$ cat src/mpp_pkg.sv
// ----------------------------------------------------------------------------
// mpp_pkg
// Shared constants and types of the median edge detector pixel predictor.
// ----------------------------------------------------------------------------
package mpp_pkg;

  // Line store depth: longest row that the block handles.
  localparam int MAX_WIDTH = 4096;
  localparam int ADDR_W    = $clog2(MAX_WIDTH);
  // Compare width for row length: holds MAX_WIDTH and the 13-bit register.
  localparam int WCMP_W    = (ADDR_W + 1 > 13) ? ADDR_W + 1 : 13;

  localparam int SAMPLE_W  = 8;
  localparam int RESID_W   = 9;
  localparam int CFG_WID_W = 13;
  localparam int CFG_HGT_W = 16;
  localparam int CFG_IDX_W = 1;
  localparam int CFG_DAT_W = 16;
  localparam int IN_TDATA_W  = 8;
  localparam int OUT_TDATA_W = 24;

  localparam logic [CFG_IDX_W-1:0] REG_IMAGE_WIDTH  = 1'd0;
  localparam logic [CFG_IDX_W-1:0] REG_IMAGE_HEIGHT = 1'd1;

  localparam logic [CFG_WID_W-1:0] WIDTH_RESET  = 13'd640;
  localparam logic [CFG_HGT_W-1:0] HEIGHT_RESET = 16'd480;

  // Position of the sample being taken in, from the counters.
  typedef struct packed {
    logic [ADDR_W-1:0] col;
    logic              first_row;
    logic              first_col;
    logic              last;
  } pos_t;

endpackage

$ cat src/mpp_ctrl.sv
// ----------------------------------------------------------------------------
// mpp_ctrl
// Configuration registers and raster position counters.
// ----------------------------------------------------------------------------
module mpp_ctrl (
  input  logic                             clk,
  input  logic                             rst_n,
  input  logic                             cfg_we,
  input  logic [mpp_pkg::CFG_IDX_W-1:0]    cfg_index,
  input  logic [mpp_pkg::CFG_DAT_W-1:0]    cfg_wdata,
  input  logic                             accept,
  output mpp_pkg::pos_t                    pos
);

  localparam int AW = mpp_pkg::ADDR_W;
  localparam int CW = mpp_pkg::WCMP_W;

  logic [mpp_pkg::CFG_WID_W-1:0] width_r;
  logic [mpp_pkg::CFG_HGT_W-1:0] height_r;
  logic [AW-1:0]                 col_r, col_nxt;
  logic [mpp_pkg::CFG_HGT_W-1:0] row_r, row_nxt;

  logic [CW-1:0] w_raw, w_eff, col_ext, col_cur;
  logic [mpp_pkg::CFG_HGT_W:0] h_eff, row_inc;
  logic          row_end, img_end;

  always_comb begin
    w_raw = CW'(width_r);
    if (w_raw == '0) begin
      w_eff = CW'(1);
    end else if (w_raw > CW'(mpp_pkg::MAX_WIDTH)) begin
      w_eff = CW'(mpp_pkg::MAX_WIDTH);
    end else begin
      w_eff = w_raw;
    end
    col_ext = CW'(col_r);
    col_cur = (col_ext >= w_eff) ? w_eff - CW'(1) : col_ext;
    row_end = (col_cur + CW'(1)) >= w_eff;
    h_eff   = (height_r == '0) ? (mpp_pkg::CFG_HGT_W+1)'(1) : {1'b0, height_r};
    row_inc = {1'b0, row_r} + (mpp_pkg::CFG_HGT_W+1)'(1);
    img_end = row_end && (row_inc >= h_eff);

    pos.col       = col_cur[AW-1:0];
    pos.first_row = (row_r == '0);
    pos.first_col = (col_cur == '0);
    pos.last      = img_end;

    col_nxt = col_r;
    row_nxt = row_r;
    if (accept) begin
      if (row_end) begin
        col_nxt = '0;
        row_nxt = img_end ? '0 : row_inc[mpp_pkg::CFG_HGT_W-1:0];
      end else begin
        col_nxt = col_cur[AW-1:0] + AW'(1);
      end
    end
  end

  always_ff @(posedge clk) begin
    if (!rst_n) begin
      width_r  <= mpp_pkg::WIDTH_RESET;
      height_r <= mpp_pkg::HEIGHT_RESET;
      col_r    <= '0;
      row_r    <= '0;
    end else if (cfg_we) begin
      // any register write restarts the image
      case (cfg_index)
        mpp_pkg::REG_IMAGE_WIDTH:  width_r  <= cfg_wdata[mpp_pkg::CFG_WID_W-1:0];
        mpp_pkg::REG_IMAGE_HEIGHT: height_r <= cfg_wdata[mpp_pkg::CFG_HGT_W-1:0];
        default: ;
      endcase
      col_r <= '0;
      row_r <= '0;
    end else begin
      col_r <= col_nxt;
      row_r <= row_nxt;
    end
  end

endmodule

$ cat config.mk
export PLATFORM = sky130hd
export DESIGN_NAME = mpp_ctrl
export DESIGN_NICKNAME = d
export VERILOG_FILES = /design/src/mpp_pkg.sv /design/src/mpp_ctrl.sv
export SDC_FILE = /design/constraint.sdc
export NUM_CORES = 1
export LEC_CHECK = 0
export ABC_CLOCK_PERIOD_IN_PS = 12080
export BUFFER_PORTS_ARGS = -buffer_cell sky130_fd_sc_hd__buf_2
export CAP_MARGIN = 20
export CORE_ASPECT_RATIO = 1.2
export CORE_MARGIN = 2
export CORE_UTILIZATION = 49
export CTS_BUF_LIST = sky130_fd_sc_hd__clkbuf_8
export CTS_CLUSTER_DIAMETER = 120
export CTS_CLUSTER_SIZE = 20
export DETAILED_ROUTE_END_ITERATION = 8
export PLACE_DENSITY_LB_ADDON = 0.15
export SLEW_MARGIN = 0
export SYNTH_ARGS = -nofsm -noshare
export SYNTH_HDL_FRONTEND = slang
export SYNTH_SLANG_ARGS = --single-unit
export TNS_END_PERCENT = 5
$ cat constraint.sdc
create_clock -name clk -period 12.08 [get_ports clk]
set_clock_uncertainty 0.2 [all_clocks]
set_input_delay 0 -clock clk [delete_from_list [all_inputs] [get_ports clk]]
set_output_delay 0 -clock clk [all_outputs]
set_load 0.05 [all_outputs]
Word level (Yosys, flattened, before mapping)
Cells that the tools add are included.
- bits in registers: 57
- input bits: 21
- output and inout port bits: 15
- logic and storage cells: 29
- add/subtract/negate cells: 4
- order comparisons: 4
- multiplexer cells: 6
- bitwise operators: 2
- reductions and logical operators: 9
- operators by type and width (kind ; number):
    two-way mux 13 bit ; 3
    zero test 16 bit ; 2
    two-way mux 16 bit ; 2
    zero test 13 bit ; 2
    adder 16 x 1 -> 17 bit (second input constant) ; 1
    >= comparator 17 x 16 -> 1 bit ; 1
    adder 13 x 1 -> 13 bit (second input constant) ; 1
    >= comparator 12 x 13 -> 1 bit ; 1
    >= comparator 13 bit ; 1
    greater-than comparator 13 bit (second input constant) ; 1
    subtractor 13 x 1 -> 13 bit (second input constant) ; 1
    adder 12 x 1 -> 12 bit (second input constant) ; 1
    two-way mux 12 bit ; 1
    AND reduction 2 bit ; 3
    inverter 1 bit ; 2
    OR reduction 2 bit ; 1
    logical AND 1 bit ; 1

Longest topological paths before layout
- word-level depth: 9
- depth in mapped cells: 28

Worst setup path before layout
OpenSTA, ideal clock, no wires.
- kind: flip-flop to flip-flop
- start point: register width_r, in the netlist w_raw[5]
- end point: register col_r[10]
- library setup time: 62 ps
- arrival time: 6620 ps
- slack: 5198 ps
- cell stages (with the launch flop): 26
- period minus slack after synthesis: 6882 ps
- cells stage by stage: dfxtp_1 buf_6 nor4_2 a41oi_1 nor2_1 ha_1 nor3b_1 o21ai_0 o2111ai_1 a221o_1 buf_2 buf_1 o21ai_0 ha_1 nand4b_1 or3_1 and2_1 ha_1 nand3_1 nor2_1 o21ai_0 a21oi_1 o21ai_0 a21oi_1 nor4_1 a32o_1
- RTL lines (item ; line ; source):
    start: declaration ; mpp_ctrl.sv:18 ; logic [mpp_pkg::CFG_WID_W-1:0] width_r;
    start signal: assignment ; mpp_ctrl.sv:62 ; width_r <= mpp_pkg::WIDTH_RESET;
    start signal: assignment ; mpp_ctrl.sv:69 ; mpp_pkg::REG_IMAGE_WIDTH: width_r <= cfg_wdata[mpp_pkg::CFG_WID_W-1:0];
    end signal: assignment ; mpp_ctrl.sv:76 ; col_r <= col_nxt;
    end: declaration ; mpp_ctrl.sv:20 ; logic [AW-1:0] col_r, col_nxt;

Final worst setup path
- start point: register width_r, in the netlist w_raw[5]
- end point: register row_r[6] (netlist bit)
- cells in the longest elaborated chain, start to end: 9
- elaborated cells on any way between the ends: 12
- classes of those cells: 2 x add/sub; 3 x order compare; 4 x mux; 3 x reduce/logical
- RTL lines (item ; line ; source):
    greater-than comparator 13 bit ; mpp_ctrl.sv:31 ; end else if (w_raw > CW'(mpp_pkg::MAX_WIDTH)) begin
    two-way mux 13 bit ; mpp_ctrl.sv:31 ;
    two-way mux 13 bit (*) ; mpp_ctrl.sv:29 ; if (w_raw == '0) begin
    subtractor 13 x 1 -> 13 bit / >= comparator 12 x 13 -> 1 bit (equally long branches) ; mpp_ctrl.sv:37 ; col_cur = (col_ext >= w_eff) ? w_eff - CW'(1) : col_ext;
    two-way mux 13 bit ; mpp_ctrl.sv:37 ;
    adder 13 x 1 -> 13 bit ; mpp_ctrl.sv:38 ; row_end = (col_cur + CW'(1)) >= w_eff;
    >= comparator 13 bit (*) ; mpp_ctrl.sv:38 ;
    logical AND 1 bit ; mpp_ctrl.sv:41 ; img_end = row_end && (row_inc >= h_eff);
    two-way mux 16 bit ; mpp_ctrl.sv:53 ; row_nxt = img_end ? '0 : row_inc[mpp_pkg::CFG_HGT_W-1:0];
    end signal: assignment ; mpp_ctrl.sv:77 ; row_r <= row_nxt;
    end: declaration ; mpp_ctrl.sv:21 ; logic [mpp_pkg::CFG_HGT_W-1:0] row_r, row_nxt;
Mark *: on every way between the ends. The rest lies on a longest branch, timed or not.
A chain may end at the register's enable or synchronous reset.

==> flow_summary.yaml <==
run_status:
  status: "finished clean"
sta:
  tightestPinTransition_ps: 1035
  setup_tns_ps: 0
  setup_viol: 0
  final_hold_viol_count: 0
  drv_slew: 0
  relSlewSlack: 0.3102
  period_needed_ps: 6848
  fmax_ghz: 0.1460
  rsz0062_at_grt: "no"
  timing.final.crit_share: 0.5669
synthesis:
  seq_area_frac_synth: 0.2660
  yosys.area.top_type: "dfxtp_1"
  synth_edf_count: 0
  syn_nets: 620
  synth.avg_cell_area_um2: 7.756
  syn_area_um2: 4289
  synth_ff_type: "dfxtp_1"
  synth.distinct_cells: 61
  synth_top_area_frac: 0.2660
  ys_warn_count: 0
  yosys-top-cells-area: "dfxtp_1, ha_1, nand2_1"
  syn_inst: 553
  synth-async-reset-ratio: 0
  synth_seq_cells: 57
routing:
  vias_per_cell: 5.742
  drtAntennaViolNets: 0
  drt_iter0_drc: 204
  drc_errors: 0
  drtPass1Iterations: 4
  wl_per_cell_um: 16.60
  via_count: 4186
  wl_mm: 12.10
setup_path:
  crit_type: "reg2reg"
  crit_buf_inv: 1
  critPathMaxFanout: 21
  reg2reg_to: "row_r[6]$_SDFFE_PP0P_"
  reg2reg_depth: 23
  cpMaxStageDelayCell: "a21oi_1"
  r2r_setup_slack_ps: 5230
  crit_start: "w_raw[5]$_SDFFE_PN0P_"
  worst_ep_arrival_time_ps: 6910
  crit_family: "compound AO/OA/AOI/OAI gates"
  cp.required_ps: 12140
  worstSetupStartpointType: "flip-flop"
  r2r_start: "w_raw[5]$_SDFFE_PN0P_"
  end_kind: "flip-flop"
  path_cells: "nor4_2, a41oi_1, nor2_1, ha_1, nor3b_1, o21ai_0, o2111ai_1, a221o_1, a21oi_1, inv_1, ha_1, nand4b_1, or3_1, and2_1, ha_1, nand3_1, nor2_1, o21ai_0, a21oi_1, o21ai_0, a21oi_1, nand2_1, o22ai_1"
  critPathMaxStageDelay_ps: 820
power:
  power_density_nw_per_um2: 98.71
  peakVddDrop_v: 0.00009942
  p_leak_uw: 0.002239
  power_uw: 499.2
placement:
  gp_congestion: 0.9549
  port_buffers: 35
  dp_hpwl_mm: 8.969
global_routing:
  grt_antenna_before_repair: 0
  grt_max_degree: 32
  grt_pass1_wl_mm: 19.80
  first_global_vias: 4078
  grt.overflow.total: 0
  grt_usage: 0.2695
cts:
  cts_inserted_buffers: 9
  cts_buffer_depth: 2
  worst_skew_pair.late_latency_ps: 340
  cts_root_buffer: "clkbuf_8"
  cts_tree: "done"
  clock-sinks: 57
  htree_levels: 3
  postCtsSetupBuffers: 0
  cts.clk_slew.worst_paths_ps: 80
floorplan:
  dieArea_um2: 9521
  io_pins: 36
  rows: 37
  die_x_um: 89.41
  fp.coreArea_um2: 8564
  die_h_um: 106.5
  initial_core_util: 0.5008
worst_hold_path:
  min_path_cells: 4
  hold_path.class: "in2reg"
  min-delay-start: "cfg_wdata[1]"
  min_to: "height_r[1]$_SDFFE_PN0P_"
cells_and_area:
  layout.nets: 674
  fill_cells: 795
  final_layout_size_suffix_gt1_frac: 0.1078
  seq_area_um2: 1141
  multi_input_area_um2: 2903
  n_antenna_cell: 0
  area_growth_pct: 17.91
run:
  cap_violations: 0
tightest hold or removal path, delay by kind of cell:
| kind | cells | cell delay, ps |
|---|---|---|
| AO/OA/AOI/OAI | 1 | 60 |
| AND/OR/NAND/NOR | 1 | 40 |
| buffers and inverters | 2 | 660 |
Yosys cell counts (4+ instances only):
cell	n
a21boi_0	23
a21o_1	9
a21oi_1	30
a22o_1	5
and2_1	5
and3_1	4
clkbuf_1	20
dfxtp_1	57
ha_1	46
inv_1	38
mux2i_1	12
nand2_1	101
nand3_1	27
nand4_1	5
nand4b_1	4
nor2_1	19
nor2b_1	5
nor3_1	9
nor4_1	10
o211ai_1	5
o21ai_0	18
o22ai_1	6
or3_1	9
xnor2_1	18
xor2_1	4
power breakdown:
group | total, µW | internal (µW) | switching [µW]
Combinational | 92.7 | 37.6 | 55.1
Sequential | 201 | 193 | 7.35
Clock | 206 | 118 | 87.7
Total | 499 | 349 | 150
metrics by stage:
stage | setup WS (ps) | hold WS, ps | utilization | area [µm²] | instances
final | 5232 | 272.1 | 0.5905 | 5057 | 729
after floorplan | 5198 | -76.03 | - | 4289 | 553
after global routing | 4634 | 263.7 | 0.5905 | 5057 | 729
after detailed placement | 5402 | 38.94 | 0.5290 | 4531 | 683
after CTS | 5350 | 249.7 | 0.5905 | 5057 | 729
after global placement | 5592 | 32.27 | 0.5290 | 4531 | 683
per-layer routing:
layer	vias to the layer above	routed length, µm	global-route usage
met5	-	0	0
met4	0	527	0.1375
met3	35	311	0.05435
met2	87	6251	0.4656
met1	1970	5010	0.3051
li1	2094	-	-
area by class of cell:
cell class / instances / area share
Timing Repair Buffer: 68 / 0.09847
Clock inverter: 7 / 0.02029
Sequential cell: 57 / 0.2256
Clock buffer: 9 / 0.02449
Multi-Input combinational cell: 433 / 0.5740
Tap cell: 117 / 0.02895
Inverter: 38 / 0.02820
cells by family after synthesis:
group,after synthesis,share of synthesized area
buf+inv,63,0.05892
fa+ha+maj,46,0.1342
simple gates,226,0.2646
xor+xnor,22,0.04492
compound gates,125,0.1981
flops,57,0.2660
mux,14,0.03326
cells in the final DEF (no fill, tap or decap), types with 5 or more instances in the layout:
cell             n
o21ai_0         18
ha_1            46
a21boi_0        23
nor2_1          19
nor4_1          10
a21o_1           9
and2_1           5
dlygate4sd3_1   30
a22o_1           5
nand3_1         27
xnor2_1         18
mux2i_1         12
buf_2           35
nor2b_1          5
nand2_1        101
a21oi_1         30
o22ai_1          6
or3_1            9
clkbuf_8         9
inv_1           38
o211ai_1         5
dfxtp_1         57
nor3_1           9
nand4_1          5
how the worst max path moves through the flow:
stage	to	slack [ps]	depth (start not counted)
floorplan	col_r[10]$_SDFFE_PP0P_	5200	25
global placement	row_r[6]$_SDFFE_PP0P_	5590	23
detailed placement	row_r[6]$_SDFFE_PP0P_	5400	23
CTS	row_r[6]$_SDFFE_PP0P_	5350	23
global route	row_r[6]$_SDFFE_PP0P_	4630	23
finish	row_r[6]$_SDFFE_PP0P_	5230	23
flip-flops by register name, summed over array words and instances (netlist names):
register,count
w_raw,13
height_r,16
col_r,12
row_r,16
what timing repair did:
item | 4_1_cts | 5_1_grt
endpoints found under the hold margin | 39 | 0
hold buffers | 30 | 0
resized for setup | 0 | 0
No activity file was read; power rests on OpenSTA's default activity.
