### config.mk
export PLATFORM = sky130hd
export DESIGN_NAME = mpp_med_stage
export DESIGN_NICKNAME = d
export VERILOG_FILES = /design/src/mpp_pkg.sv /design/src/mpp_med_stage.sv
export SDC_FILE = /design/constraint.sdc
export NUM_CORES = 1
export LEC_CHECK = 0
export BUFFER_PORTS_ARGS = -buffer_cell sky130_fd_sc_hd__clkbuf_2
export CORE_MARGIN = 10
export CORE_UTILIZATION = 57
export CTS_CLUSTER_SIZE = 30
export DETAILED_ROUTE_END_ITERATION = 12
export GPL_TIMING_DRIVEN = 0
export PLACE_DENSITY = 0.81
export SLEW_MARGIN = 5
export SYNTH_ARGS = -nofsm -noshare
export SYNTH_HDL_FRONTEND = slang
export SYNTH_SLANG_ARGS = --single-unit
export TNS_END_PERCENT = 5
### constraint.sdc
create_clock -name clk -period 8.3 [get_ports clk]
set_input_delay 0.83 -clock clk [delete_from_list [all_inputs] [get_ports clk]]
set_output_delay 0.83 -clock clk [all_outputs]
set_load 0.05 [all_outputs]
### src/mpp_pkg.sv
// ----------------------------------------------------------------------------
// mpp_pkg
// Shared constants and types of the median edge detector pixel predictor.
// ----------------------------------------------------------------------------
package mpp_pkg;

  // Line store depth: longest row that the block handles.
  localparam int MAX_WIDTH = 4096;
  localparam int ADDR_W    = $clog2(MAX_WIDTH);
  // Compare width for row length: holds MAX_WIDTH and the 13-bit register.
  localparam int WCMP_W    = (ADDR_W + 1 > 13) ? ADDR_W + 1 : 13;

  localparam int SAMPLE_W  = 8;
  localparam int RESID_W   = 9;
  localparam int CFG_WID_W = 13;
  localparam int CFG_HGT_W = 16;
  localparam int CFG_IDX_W = 1;
  localparam int CFG_DAT_W = 16;
  localparam int IN_TDATA_W  = 8;
  localparam int OUT_TDATA_W = 24;

  localparam logic [CFG_IDX_W-1:0] REG_IMAGE_WIDTH  = 1'd0;
  localparam logic [CFG_IDX_W-1:0] REG_IMAGE_HEIGHT = 1'd1;

  localparam logic [CFG_WID_W-1:0] WIDTH_RESET  = 13'd640;
  localparam logic [CFG_HGT_W-1:0] HEIGHT_RESET = 16'd480;

  // Position of the sample being taken in, from the counters.
  typedef struct packed {
    logic [ADDR_W-1:0] col;
    logic              first_row;
    logic              first_col;
    logic              last;
  } pos_t;

endpackage

### src/mpp_med_stage.sv
// ----------------------------------------------------------------------------
// mpp_med_stage
// Neighbor selection, median edge detector, residual and output register.
// ----------------------------------------------------------------------------
module mpp_med_stage (
  input  logic                            clk,
  input  logic                            rst_n,
  input  logic                            accept,
  input  mpp_pkg::pos_t                   pos,
  input  logic [mpp_pkg::SAMPLE_W-1:0]    sample,
  output logic                            s1_free,
  input  logic [mpp_pkg::SAMPLE_W-1:0]    above,
  output logic                            wr_en,
  output logic [mpp_pkg::ADDR_W-1:0]      wr_addr,
  output logic [mpp_pkg::SAMPLE_W-1:0]    wr_data,
  output logic                            out_valid,
  input  logic                            out_ready,
  output logic [mpp_pkg::SAMPLE_W-1:0]    out_pred,
  output logic [mpp_pkg::RESID_W-1:0]     out_resid,
  output logic                            out_last
);

  localparam int SW = mpp_pkg::SAMPLE_W;

  logic          s1_valid_r;
  mpp_pkg::pos_t s1_pos_r;
  logic [SW-1:0] s1_x_r;
  logic [SW-1:0] left_r, above_left_r, row_start_above_r;
  logic          out_valid_r;
  logic [SW-1:0] pred_r;
  logic [mpp_pkg::RESID_W-1:0] resid_r;
  logic          last_r;

  logic          adv;
  logic [SW-1:0] a, b, c, lo, hi, pred;
  logic [SW+1:0] grad;
  logic [mpp_pkg::RESID_W-1:0] resid;

  assign adv     = s1_valid_r && (!out_valid_r || out_ready);
  assign s1_free = !s1_valid_r || adv;

  always_comb begin
    b    = s1_pos_r.first_row ? '0 : above;
    c    = s1_pos_r.first_row ? '0 :
           (s1_pos_r.first_col ? row_start_above_r : above_left_r);
    a    = s1_pos_r.first_col ? b : left_r;
    lo   = (a < b) ? a : b;
    hi   = (a < b) ? b : a;
    grad = {2'b00, a} + {2'b00, b} - {2'b00, c};
    if (c >= hi) begin
      pred = lo;
    end else if (c <= lo) begin
      pred = hi;
    end else begin
      pred = grad[SW-1:0];
    end
    resid = {1'b0, s1_x_r} - {1'b0, pred};
  end

  assign wr_en   = adv;
  assign wr_addr = s1_pos_r.col;
  assign wr_data = s1_x_r;

  always_ff @(posedge clk) begin
    if (!rst_n) begin
      s1_valid_r        <= 1'b0;
      out_valid_r       <= 1'b0;
      left_r            <= '0;
      above_left_r      <= '0;
      row_start_above_r <= '0;
    end else begin
      if (accept) begin
        s1_valid_r <= 1'b1;
      end else if (adv) begin
        s1_valid_r <= 1'b0;
      end
      if (adv) begin
        out_valid_r  <= 1'b1;
        left_r       <= s1_x_r;
        above_left_r <= b;
        if (s1_pos_r.first_col) begin
          row_start_above_r <= b;
        end
      end else if (out_ready) begin
        out_valid_r <= 1'b0;
      end
    end
  end

  always_ff @(posedge clk) begin
    if (accept) begin
      s1_pos_r <= pos;
      s1_x_r   <= sample;
    end
    if (adv) begin
      pred_r  <= pred;
      resid_r <= resid;
      last_r  <= s1_pos_r.last;
    end
  end

  assign out_valid = out_valid_r;
  assign out_pred  = pred_r;
  assign out_resid = resid_r;
  assign out_last  = last_r;

endmodule

Yosys cells after proc, flatten, opt, wreduce, memory -nomap -nowiden
Cells that the tools add are included.
Widths: inputs -> output; s select.
{"block": "op_classes", "n_mux": 12, "magnitude_cmp": 3, "n_addsub": 3, "reduce_logical": 8}
{"op": "$mux 8", "n": 8}
{"op": "$sub 8x8->9", "n": 1}
{"op": "$add 8x8->8", "n": 1}
{"op": "$ge 8x8->1", "n": 1}
{"op": "$le 8x8->1", "n": 1}
{"op": "$lt 8x8->1", "n": 1}
{"op": "$sub 8x8->8", "n": 1}
{"op": "$mux 1", "n": 4}
{"op": "$reduce_bool 2->1", "n": 2}
{"op": "$logic_not 1->1", "n": 2}
{"op": "$logic_or 1x1->1", "n": 2}
{"op": "$reduce_and 2->1", "n": 1}
{"op": "$logic_and 1x1->1", "n": 1}
{"block": "totals", "reg_bits": 67, "output_inout_bits": 41, "in_bits": 35, "wordCells": 39}

Depth between registers and ports, before layout
Gate-level depths: netlist of the first run.
{"block": "logic_depth", "ltp_word": 8, "mapped_depth": 30, "depth_no_buf": 28}

Worst setup path before layout of the first run
Ideal clock, no wire load.
{"block": "synth_path", "kind": "input-to-reg", "startpoint": "in above[1] in the netlist's numbering", "endpoint": "reg resid_r (netlist bit out_resid[7]), data pin", "setup_ps": 264, "stages": 27, "setup_slack_ps": 2500, "required_time_ps": 8036, "path_buffers": 2, "t_arrival_ps": 5537, "path_cell_list": "nand2b_1 inv_1 mux2_2 ha_1 nand3_1 a21oi_4 o31ai_4 nand2_1 clkbuf_1 nor2_1 a21oi_1 ha_1 nand2b_1 a211oi_1 o221ai_1 nand2_1 clkbuf_1 mux2_2 ha_1 nor2b_1 o21ai_0 nand2b_1 nor2_1 a31oi_1 o221ai_2 a31oi_1 xor2_1"}
{"block": "synth_between", "elab_chain_cells": 8, "elab_cells_between_ends": 12, "classes_between": "add/sub: 3; order compare: 3; mux: 6"}
{"item": "from (decl)", "line": "mpp_med_stage.sv:12", "text": "input logic [mpp_pkg::SAMPLE_W-1:0] above,"}
{"item": "$mux 8 (*)", "line": "mpp_med_stage.sv:43", "text": "b = s1_pos_r.first_row ? '0 : above;"}
{"item": "via b[1]", "line": "mpp_med_stage.sv:35", "text": "logic [SW-1:0] a, b, c, lo, hi, pred;"}
{"item": "$mux 8", "line": "mpp_med_stage.sv:46", "text": "a = s1_pos_r.first_col ? b : left_r;"}
{"item": "$lt 8x8->1", "line": "mpp_med_stage.sv:47, mpp_med_stage.sv:48"}
{"item": "$mux 8", "line": "mpp_med_stage.sv:47", "text": "lo = (a < b) ? a : b;"}
{"item": "$le 8x8->1", "line": "mpp_med_stage.sv:52", "text": "end else if (c <= lo) begin"}
{"item": "$mux 8", "line": "mpp_med_stage.sv:52"}
{"item": "$mux 8 (*)", "line": "mpp_med_stage.sv:50", "text": "if (c >= hi) begin"}
{"item": "$sub 8x8->9 (*)", "line": "mpp_med_stage.sv:57", "text": "resid = {1'b0, s1_x_r} - {1'b0, pred};"}
{"item": "via resid, one bit", "line": "mpp_med_stage.sv:37", "text": "logic [mpp_pkg::RESID_W-1:0] resid;"}
{"item": "to (signal assigned)", "line": "mpp_med_stage.sv:97", "text": "resid_r <= resid;"}
{"item": "to (decl)", "line": "mpp_med_stage.sv:31", "text": "logic [mpp_pkg::RESID_W-1:0] resid_r;"}
Mark *: on every way through the listed nets, which the timed path passes. The rest lies on a longest branch.
A chain may end at the register's enable or synchronous reset.

Worst setup path in the final report of the first run
{"block": "layout_path", "startpoint": "reg s1_pos_r[2] in the netlist's numbering", "endpoint": "reg resid_r (netlist bit out_resid[7]), data pin"}
{"block": "layout_between", "elab_chain_cells": 8, "elab_cells_between_ends": 13, "classes_between": "add/sub: 3; order compare: 3; mux: 7"}
{"item": "from (decl)", "line": "mpp_med_stage.sv:26", "text": "mpp_pkg::pos_t s1_pos_r;"}
{"item": "from (signal assigned)", "line": "mpp_med_stage.sv:92", "text": "s1_pos_r <= pos;"}
{"item": "$mux 8 (*)", "line": "mpp_med_stage.sv:43"}
{"item": "via b[6]", "line": "mpp_med_stage.sv:35"}
{"item": "$mux 8", "line": "mpp_med_stage.sv:46"}
{"item": "$lt 8x8->1", "line": "mpp_med_stage.sv:47, mpp_med_stage.sv:48"}
{"item": "$mux 8", "line": "mpp_med_stage.sv:47"}
{"item": "$le 8x8->1", "line": "mpp_med_stage.sv:52"}
{"item": "$mux 8", "line": "mpp_med_stage.sv:52"}
{"item": "$mux 8 (*)", "line": "mpp_med_stage.sv:50"}
{"item": "$sub 8x8->9 (*)", "line": "mpp_med_stage.sv:57"}
{"item": "via resid, one bit", "line": "mpp_med_stage.sv:37"}
Marks and branches as above.

==> run_results.csv, run 1 <==
group,metric,value,unit
placement,place_inst,630,
routing,dr_total_vias,3459,
clocking,cts_made_buffers,9,
routing,routedWlPerCell,16.1,microns
global_route,grt_overflow,0,
die,rows,32,
timing,worstMarginPinSlew,740,ps
power_and_ir_drop,power.density,248,nW/um^2
timing,fin_crit,7270,ps
die,fp.dieW,108,microns
die,die_y,108,microns
clocking,cts_sinks,67,
routing,antenna_left,0,
finish,area.growth.synth_to_final,14.9,%
synth,synth_warnings,0,
timing,slew_viol_final,0,
placement,hpwl,8390,microns
power_and_ir_drop,swShare,41.6,%
synth,synth_top_area_share,27.6,%
synth,yosysMostFrequentCell,"nand2_1",
setup_path,max_stage_delay,550,ps
synth,synth_cells,453,
global_route,antenna_found_initial,0,
setup_path,critPathSlowestCell,"edfxtp_1",
finish,antennaDiodeCount,0,
synth,synth_edf_count,41,
clocking,cts_tree,"done",
die,ios,76,
timing,relSlewSlack,50.6,%
power_and_ir_drop,p_comb_share,48.6,%
timing,setup_viol,0,
synth,async_reset_ff_share,0,%
setup_path,startpoint_type,"flop",
synth,ys_seq_area_share,39.3,%
power_and_ir_drop,p_sw,530,uW
global_route,grt_pass1_vias,3734,
clocking,path_clk_slew,70,ps
routing,drc_errors,0,
power_and_ir_drop,clkPwrFrac,17.8,%
power_and_ir_drop,p_leak,0.00230,uW
setup_path,crit_fanout,10,
timing,hold_viol_final,0,
routing,drt_wl_total,10400,microns
status,status,"complete, no violations",
timing,rsz0062_at_grt,"no",
synth,ys_seq_elements,67,
synth,synth_commonest_cells,"nand2_1, edfxtp_1, inv_1, ha_1, dfxtp_1",
synth,ys.flop_type,"edfxtp_1",
hold_path,hold_path_class,"flop to flop",
clocking,clockBufferDepth,2,
routing,drt_iter0_drc,168,
die,die_area,11800,sq um
synth,avgSynthCellArea,9.85,sq um
finish,layout.nets,619,
synth,syn-num-nets,533,
timing,hold_ws,424,ps
routing,first_pass_iters,4,
routing,vias_per_cell,5.36,
die,core,7690,sq um
clocking,cts_resized,0,
timing,finClkSkew,15.3,ps
synth,ys_types,61,
synth,synthTopCellsByArea,"edfxtp_1, dfxtp_1, ha_1",
clocking,post_cts_buffers,0,
clocking,cts-root-buf,"clkbuf_8",
setup_path,worstSetupPathType,"flop to flop",
power_and_ir_drop,peakVddDrop,0.142,mV
power_and_ir_drop,p_int,743,uW
clocking,cts_hold_buffers,0,
finish,drive_above_1_share,26.0,%
global_route,grt_usage,18.6,%
synth,syn_area,4460,sq um
synth,synth.largest_area_cell,"edfxtp_1",
power_and_ir_drop,seqPwrFrac,33.5,%
setup_path,cp-end-kind,"flop",
clocking,cts_max_level,3,
finish,finalNonFillerCells,645,
global_route,grt_start_max_net_pins,29,
timing,fmax,138,MHz
setup_path,arrival,7370,ps
placement,port_buffers,75,
clocking,clkLatencyLatePin,350,ps
global_route,grt_pass1_wl,17400,microns
job,drv_cap,0,
die,start_util,58.0,%
timing,final.setup.tns,0,ps
placement,gp_congestion,0.910,
setup_path,worst_ep_required_time,8390,ps
timing,post-route-period-util,87.6,%
finish,n_fill_cell,644,
-- flip-flops by register name (all words and copies together) (netlist names) --
| signal | flops |
|---|---|
| out_last | 1 |
| wr_addr | 12 |
| s1_valid_r | 1 |
| out_pred | 8 |
| out_valid | 1 |
| s1_pos_r | 3 |
| row_start_above_r | 8 |
| wr_data | 8 |
| above_left_r | 8 |
| left_r | 8 |
| out_resid | 9 |
-- routing by layer --
| layer | global-route usage (%) | wire [microns] | vias to the layer above |
|---|---|---|---|
| met5 | 0 | 0 | - |
| met2 | 32.2 | 5100 | 93 |
| li1 | - | - | 1733 |
| met3 | 5.41 | 597 | 19 |
| met4 | 6.50 | 267 | 0 |
| met1 | 21.6 | 4410 | 1614 |
-- metrics by stage --
step / power (uW) / setup WS (ps) / util [%] / instance area, sq um
floorplan: 913 / 2500 / - / 4460
global placement: 1030 / 1320 / 64.6 / 4960
detailed placement: 1050 / 1160 / 64.6 / 4970
CTS: 1280 / 1080 / 66.7 / 5120
global route: 1360 / 469 / 66.7 / 5120
finish: 1270 / 1030 / 66.7 / 5120
-- power groups by stage --
| stage | Combinational (uW) | Clock, uW | Sequential (uW) |
|---|---|---|---|
| after floorplan | 396 | 0 | 517 |
| after global placement | 596 | 0 | 433 |
| after detailed placement | 614 | 0 | 434 |
| after CTS | 617 | 233 | 427 |
| after global routing | 682 | 244 | 430 |
| final | 619 | 227 | 427 |
-- critical path: cells and delay by family (launching register included) --
| kind | cells | cell delay, ps |
|---|---|---|
| AO/OA/AOI/OAI | 8 | 1640 |
| buffers and inverters | 5 | 1490 |
| flip-flops | 1 | 550 |
| adder cells (fa/ha/maj) | 3 | 840 |
| multiplexers | 2 | 710 |
| AND/OR/NAND/NOR | 10 | 1670 |
| XOR/XNOR | 1 | 100 |
-- cell usage in the layout, fill, tap and decap left out, types with 15 or more instances in the layout --
| cell type | count |
|---|---|
| dfxtp_1 | 26 |
| a21oi_1 | 22 |
| mux2i_1 | 15 |
| inv_1 | 41 |
| edfxtp_1 | 41 |
| ha_1 | 37 |
| nand2_1 | 65 |
| clkbuf_2 | 76 |
| o21ai_0 | 24 |
| a21boi_0 | 16 |
-- path summary, 6_finish.rpt --
path | from | endpoint | slack (ps) | depth (start not counted)
min reg2reg | s1_pos_r[0] | out_last | 420 | 0
max reg2reg | s1_pos_r[2] | out_resid[7] | 1030 | 29
max | s1_pos_r[2] | out_resid[7] | 1030 | 29
min | s1_pos_r[0] | out_last | 420 | 0
-- area by class of cell --
cell class	count	area [sq um]	share of cell area [%]
timing repair buffer	75	375	7.32
clock buffer	10	128	2.49
multi-input combinational	317	2390	46.7
inverter	45	174	3.39
clock inverter	5	31.3	0.610
buffer	24	144	2.81
sequential	67	1750	34.2
tap	102	128	2.49
-- logic make-up after synthesis --
group / share of synthesized area, %
AND/OR/NAND/NOR: 15.0
AO/OA/AOI/OAI: 16.2
buffers and inverters: 7.09
flip-flops: 39.3
adder cells (fa/ha/maj): 14.0
multiplexers: 5.89
XOR/XNOR: 2.55
No activity file was read; power rests on OpenSTA's default activity.
==> inputs of run 2 (changes only) <==
MAX_ROUTING_LAYER = met4   (was not set)
==> run_results.csv, run 2 (synthesis results as in run 1) <==
group,metric,value,unit
status,status,"complete, no violations",
timing,fmax,137,MHz
setup_path,r2r-start,"s1_pos_r[2]",
clocking,clockBufferDepth,2,
timing,setup_viol,0,
placement,port_buffers,75,
hold_path,hp-start,"s1_pos_r[0]",
power_and_ir_drop,clkPwrFrac,22.4,%
clocking,cts_tree,"done",
finish,finish.utilization,67.4,%
die,die_y,108,microns
timing,fin_crit,7280,ps
power_and_ir_drop,swShare,40.3,%
routing,dr_total_vias,3495,
setup_path,worst_ep_required_time,8400,ps
global_route,grt_usage,19.5,%
setup_path,setup.worst_path.start,"s1_pos_r[2]",
finish,layout.nets,619,
placement,gp_congestion,0.932,
timing,relSlewSlack,52.2,%
timing,rsz0062_at_grt,"no",
die,fp.dieW,108,microns
routing,vias_per_cell,5.41,
timing,post-route-period-util,87.7,%
finish,drive_above_1_share,26.1,%
setup_path,cp-end-kind,"flop",
finish,area.growth.synth_to_final,16.2,%
power_and_ir_drop,p_int,806,uW
global_route,grt_overflow,0,
setup_path,crit_fanout,10,
finish,largest_reg_flops,12,
setup_path,startpoint_type,"flop",
clocking,cts_made_buffers,9,
setup_path,arrival,7380,ps
global_route,grt_pass1_vias,3666,
die,rows,32,
timing,slew_viol_final,0,
job,drv_cap,0,
power_and_ir_drop,seqPwrFrac,31.6,%
setup_path,max_stage_delay,550,ps
clocking,path_clk_slew,80,ps
setup_path,reg2reg_slack,1020,ps
power_and_ir_drop,peakVddDrop,0.139,mV
finish,final_common_cell,"clkbuf_2",
finish,antennaDiodeCount,0,
timing,final.setup.tns,0,ps
finish,multi_input_area,2390,sq um
routing,drt_wl_total,10800,microns
clocking,cts_max_level,3,
clocking,cts_resized,0,
setup_path,worstSetupPathType,"flop to flop",
power_and_ir_drop,p_comb_share,46.0,%
clocking,cts_hold_buffers,0,
power_and_ir_drop,p_sw,544,uW
timing,worstMarginPinSlew,718,ps
routing,first_pass_iters,4,
clocking,clkLatencyLatePin,350,ps
routing,routedWlPerCell,16.7,microns
routing,drc_errors,0,
finish,n_fill_cell,659,
power_and_ir_drop,p_leak,0.00232,uW
timing,finClkSkew,11.0,ps
clocking,post_cts_buffers,0,
clocking,cts_sinks,67,
power_and_ir_drop,power.density,261,nW/um^2
die,ios,76,
die,die_area,11800,sq um
timing,hold_viol_final,0,
finish,layout_common_cells,"clkbuf_2, nand2_1, inv_1, edfxtp_1, ha_1",
die,start_util,58.0,%
setup_path,critPathSlowestCell,"edfxtp_1",
die,core,7690,sq um
global_route,grt_start_max_net_pins,29,
placement,hpwl,8540,microns
routing,drt_iter0_drc,184,
power_and_ir_drop,power,1350,uW
global_route,antenna_found_initial,0,
clocking,cts-root-buf,"clkbuf_8",
global_route,grt_pass1_wl,17600,microns
routing,antenna_left,0,
finish,seq_area,1750,sq um
hold_path,hold_path_class,"flop to flop",
==> run 2: critical path, delay by kind of cell, from the launching register on <==
family,cells,cell delay [ps]
adders and majority gates,3,820
muxes,2,690
xor gates and xnor gates,1,90
and+or+nand+nor,10,1710
DFF,1,550
AOI/OAI and AO/OA,8,1630
buffers and inverters,5,1530
==> run 2: worst paths after layout <==
kind | end | cells after the start
worst min-delay path | out_last | 0
worst max-delay path | out_resid[7] | 29
worst min register to register | out_last | 0
worst max register to register | out_resid[7] | 29
==> run 2: cell type report <==
type / instances / area share, %
Buffer: 24 / 2.78
Clock inverter: 6 / 1.71
Sequential cell: 67 / 33.8
Timing Repair Buffer: 75 / 7.24
Clock buffer: 10 / 2.46
Multi-Input combinational cell: 317 / 46.2
Tap cell: 102 / 2.46
Inverter: 45 / 3.36
==> run 2: layer usage <==
metal	track usage, %	vias to the layer above	share of wire, %
li1	-	1730	-
met1	24.1	1642	45
met4	7.25	0	2.3
met5	-	-	0
met2	31.4	106	48
met3	3.03	17	4.7
==> run 2: through the flow <==
stage / cells / hold slack [ps] / setup WS [ps] / instance area [sq um]
final: 646 / 447 / 1020 / 5180
after global routing: 646 / 465 / 536 / 5180
after CTS: 646 / 443 / 1150 / 5180
after detailed placement: 630 / 413 / 1240 / 4970
after global placement: 630 / 407 / 1310 / 4960
after floorplan: 453 / 400 / 2500 / 4460
==> run 2: power by group through the flow <==
| stage | sequential (uW) | combinational, uW | clock [uW] |
|---|---|---|---|
| after floorplan | 517 | 396 | 0 |
| after global placement | 433 | 597 | 0 |
| after detailed placement | 434 | 615 | 0 |
| after CTS | 427 | 619 | 307 |
| after global routing | 430 | 685 | 319 |
| final | 427 | 621 | 303 |
==> inputs of run 3 (changes only) <==
--- a/config.mk
+++ b/config.mk
@@ -6,12 +6,12 @@
 export NUM_CORES = 1
 export LEC_CHECK = 0
-export BUFFER_PORTS_ARGS = -buffer_cell sky130_fd_sc_hd__clkbuf_2
 export CORE_MARGIN = 10
-export CORE_UTILIZATION = 57
+export CORE_UTILIZATION = 63
 export CTS_CLUSTER_SIZE = 30
 export DETAILED_ROUTE_END_ITERATION = 12
+export DONT_BUFFER_PORTS = 1
 export GPL_TIMING_DRIVEN = 0
 export MAX_ROUTING_LAYER = met4
-export PLACE_DENSITY = 0.81
+export PLACE_DENSITY = 0.79
 export SLEW_MARGIN = 5
 export SYNTH_ARGS = -nofsm -noshare
==> constraint.sdc (replaced) <==
create_clock -name clk -period 7.5 [get_ports clk]
set_input_delay 0.75 -clock clk [delete_from_list [all_inputs] [get_ports clk]]
set_output_delay 0.75 -clock clk [all_outputs]
set_load 0.005 [all_outputs]
==> run_results.csv, run 3 (synthesis results as in run 1) <==
group,metric,value,unit
status,status,"complete, no violations",
power_and_ir_drop,p_leak,0.00201,uW
routing,drt_iter0_drc,148,
routing,routedWlPerCell,17.8,microns
die,start_util,65.3,%
setup_path,crit_family,"simple AND/OR/NAND/NOR gates",
clocking,clkLatencyLatePin,350,ps
setup_path,ff2ff_path_depth,29,
setup_path,path_depth,29,
global_route,grt_pass1_wl,16400,microns
routing,first_pass_iters,4,
finish,final_cell_area,4790,sq um
clocking,path_clk_slew,80,ps
setup_path,startpoint_type,"flop",
timing,post-route-period-util,90.5,%
routing,antenna_left,0,
die,core,6830,sq um
clocking,cts_max_level,3,
power_and_ir_drop,power,1320,uW
timing,hold_viol_final,0,
hold_path,hold_path_class,"flop to flop",
timing,worstMarginPinSlew,691,ps
timing,setup_viol,0,
power_and_ir_drop,peakVddDrop,0.203,mV
global_route,antenna_found_initial,0,
placement,gp_congestion,0.937,
clocking,post_cts_buffers,0,
setup_path,critPathSlowestCell,"edfxtp_1",
timing,fmax,147,MHz
timing,fin_crit,6790,ps
finish,n_fill_cell,528,
global_route,grt_pass1_vias,3316,
placement,hpwl,8210,microns
clocking,cts_made_buffers,9,
clocking,cts_sinks,67,
routing,drc_errors,0,
die,fp.dieW,104,microns
timing,relSlewSlack,53.9,%
setup_path,cp-end-kind,"flop",
die,die_area,10800,sq um
setup_path,critical_path_buf_inv_count,4,
die,rows,30,
finish,largest_reg_flops,12,
global_route,grt_overflow,0,
clocking,cts_hold_buffers,0,
hold_path,hold_depth,0,
setup_path,reg2reg_slack,710,ps
clocking,cts_tree,"done",
setup_path,worst_ep_required_time,7600,ps
power_and_ir_drop,power.density,275,nW/um^2
finish,final_common_cell,"nand2_1",
setup_path,r2r-start,"s1_pos_r[2]",
finish,layout.nets,544,
finish,layout_common_cells,"nand2_1, inv_1, edfxtp_1",
clocking,cts_resized,0,
hold_path,hp-start,"s1_pos_r[0]",
placement,port_buffers,0,
finish,area.growth.synth_to_final,7.32,%
placement,dpl_cell_area,4580,sq um
timing,slew_viol_final,0,
setup_path,worstSetupPathType,"flop to flop",
setup_path,arrival,6890,ps
timing,rsz0062_at_grt,"no",
clocking,cts-root-buf,"clkbuf_8",
job,drv_cap,0,
placement,place_inst,549,
timing,final.setup.tns,0,ps
setup_path,max_stage_delay,520,ps
global_route,grt_start_max_net_pins,29,
finish,drive_above_1_share,14.7,%
clocking,clockBufferDepth,2,
die,ios,76,
routing,dr_total_vias,3228,
finish,finalNonFillerCells,565,
setup_path,crit_fanout,10,
global_route,grt_usage,19.3,%
setup_path,setup.worst_path.start,"s1_pos_r[2]",
routing,vias_per_cell,5.71,
timing,finClkSkew,9.39,ps
routing,drt_wl_total,10100,microns
finish,antennaDiodeCount,0,
die,die_y,104,microns
-- run 3: area by class of cell --
class                           count  area (sq um)  area share (%)
Tap cell                           96           120            2.51
Sequential cell                    67          1750            36.6
Multi-Input combinational cell    317          2390            50.0
Clock buffer                        9           124            2.59
Inverter                           45           174            3.63
Clock inverter                      7          80.1            1.67
Buffer                             24           145            3.03
-- run 3: power by group --
group	switching, uW	leakage [uW]	total [uW]	internal [uW]
Combinational	303	0.00130	526	222
Clock	153	0.0000987	311	158
Sequential	24.0	0.000606	481	457
-- run 3: worst paths after layout --
| path | endpoint |
|---|---|
| max | out_resid[7] |
| min | out_last |
| max reg2reg | out_resid[7] |
| min reg2reg | out_last |
-- run 3: worst reg2reg max path, delay by kind of cell (launching register included) --
kind / cells / cell delay, ps
AO/OA/AOI/OAI: 8 / 1240
adder cells (fa/ha/maj): 3 / 900
XOR/XNOR: 1 / 90
flip-flops: 1 / 520
AND/OR/NAND/NOR: 10 / 1830
buffers and inverters: 4 / 990
multiplexers: 3 / 970
-- run 3: per-stage QoR --
| stage | utilization (%) | hold slack, ps | setup WS, ps |
|---|---|---|---|
| after CTS | 70.1 | 440 | 587 |
| after detailed placement | 67.1 | 424 | 609 |
| after global placement | 67.1 | 401 | 674 |
| after floorplan | - | 400 | 1740 |
| after global routing | 70.1 | 442 | 133 |
| final | 70.1 | 434 | 710 |
-- run 3: layer usage --
metal	GRT usage (%)	part of all wire, %	wire length [microns]
met5	-	0	0
met4	7.06	2.2	223
met3	5.70	6.9	695
met2	30.2	48	4800
met1	23.0	43	4350
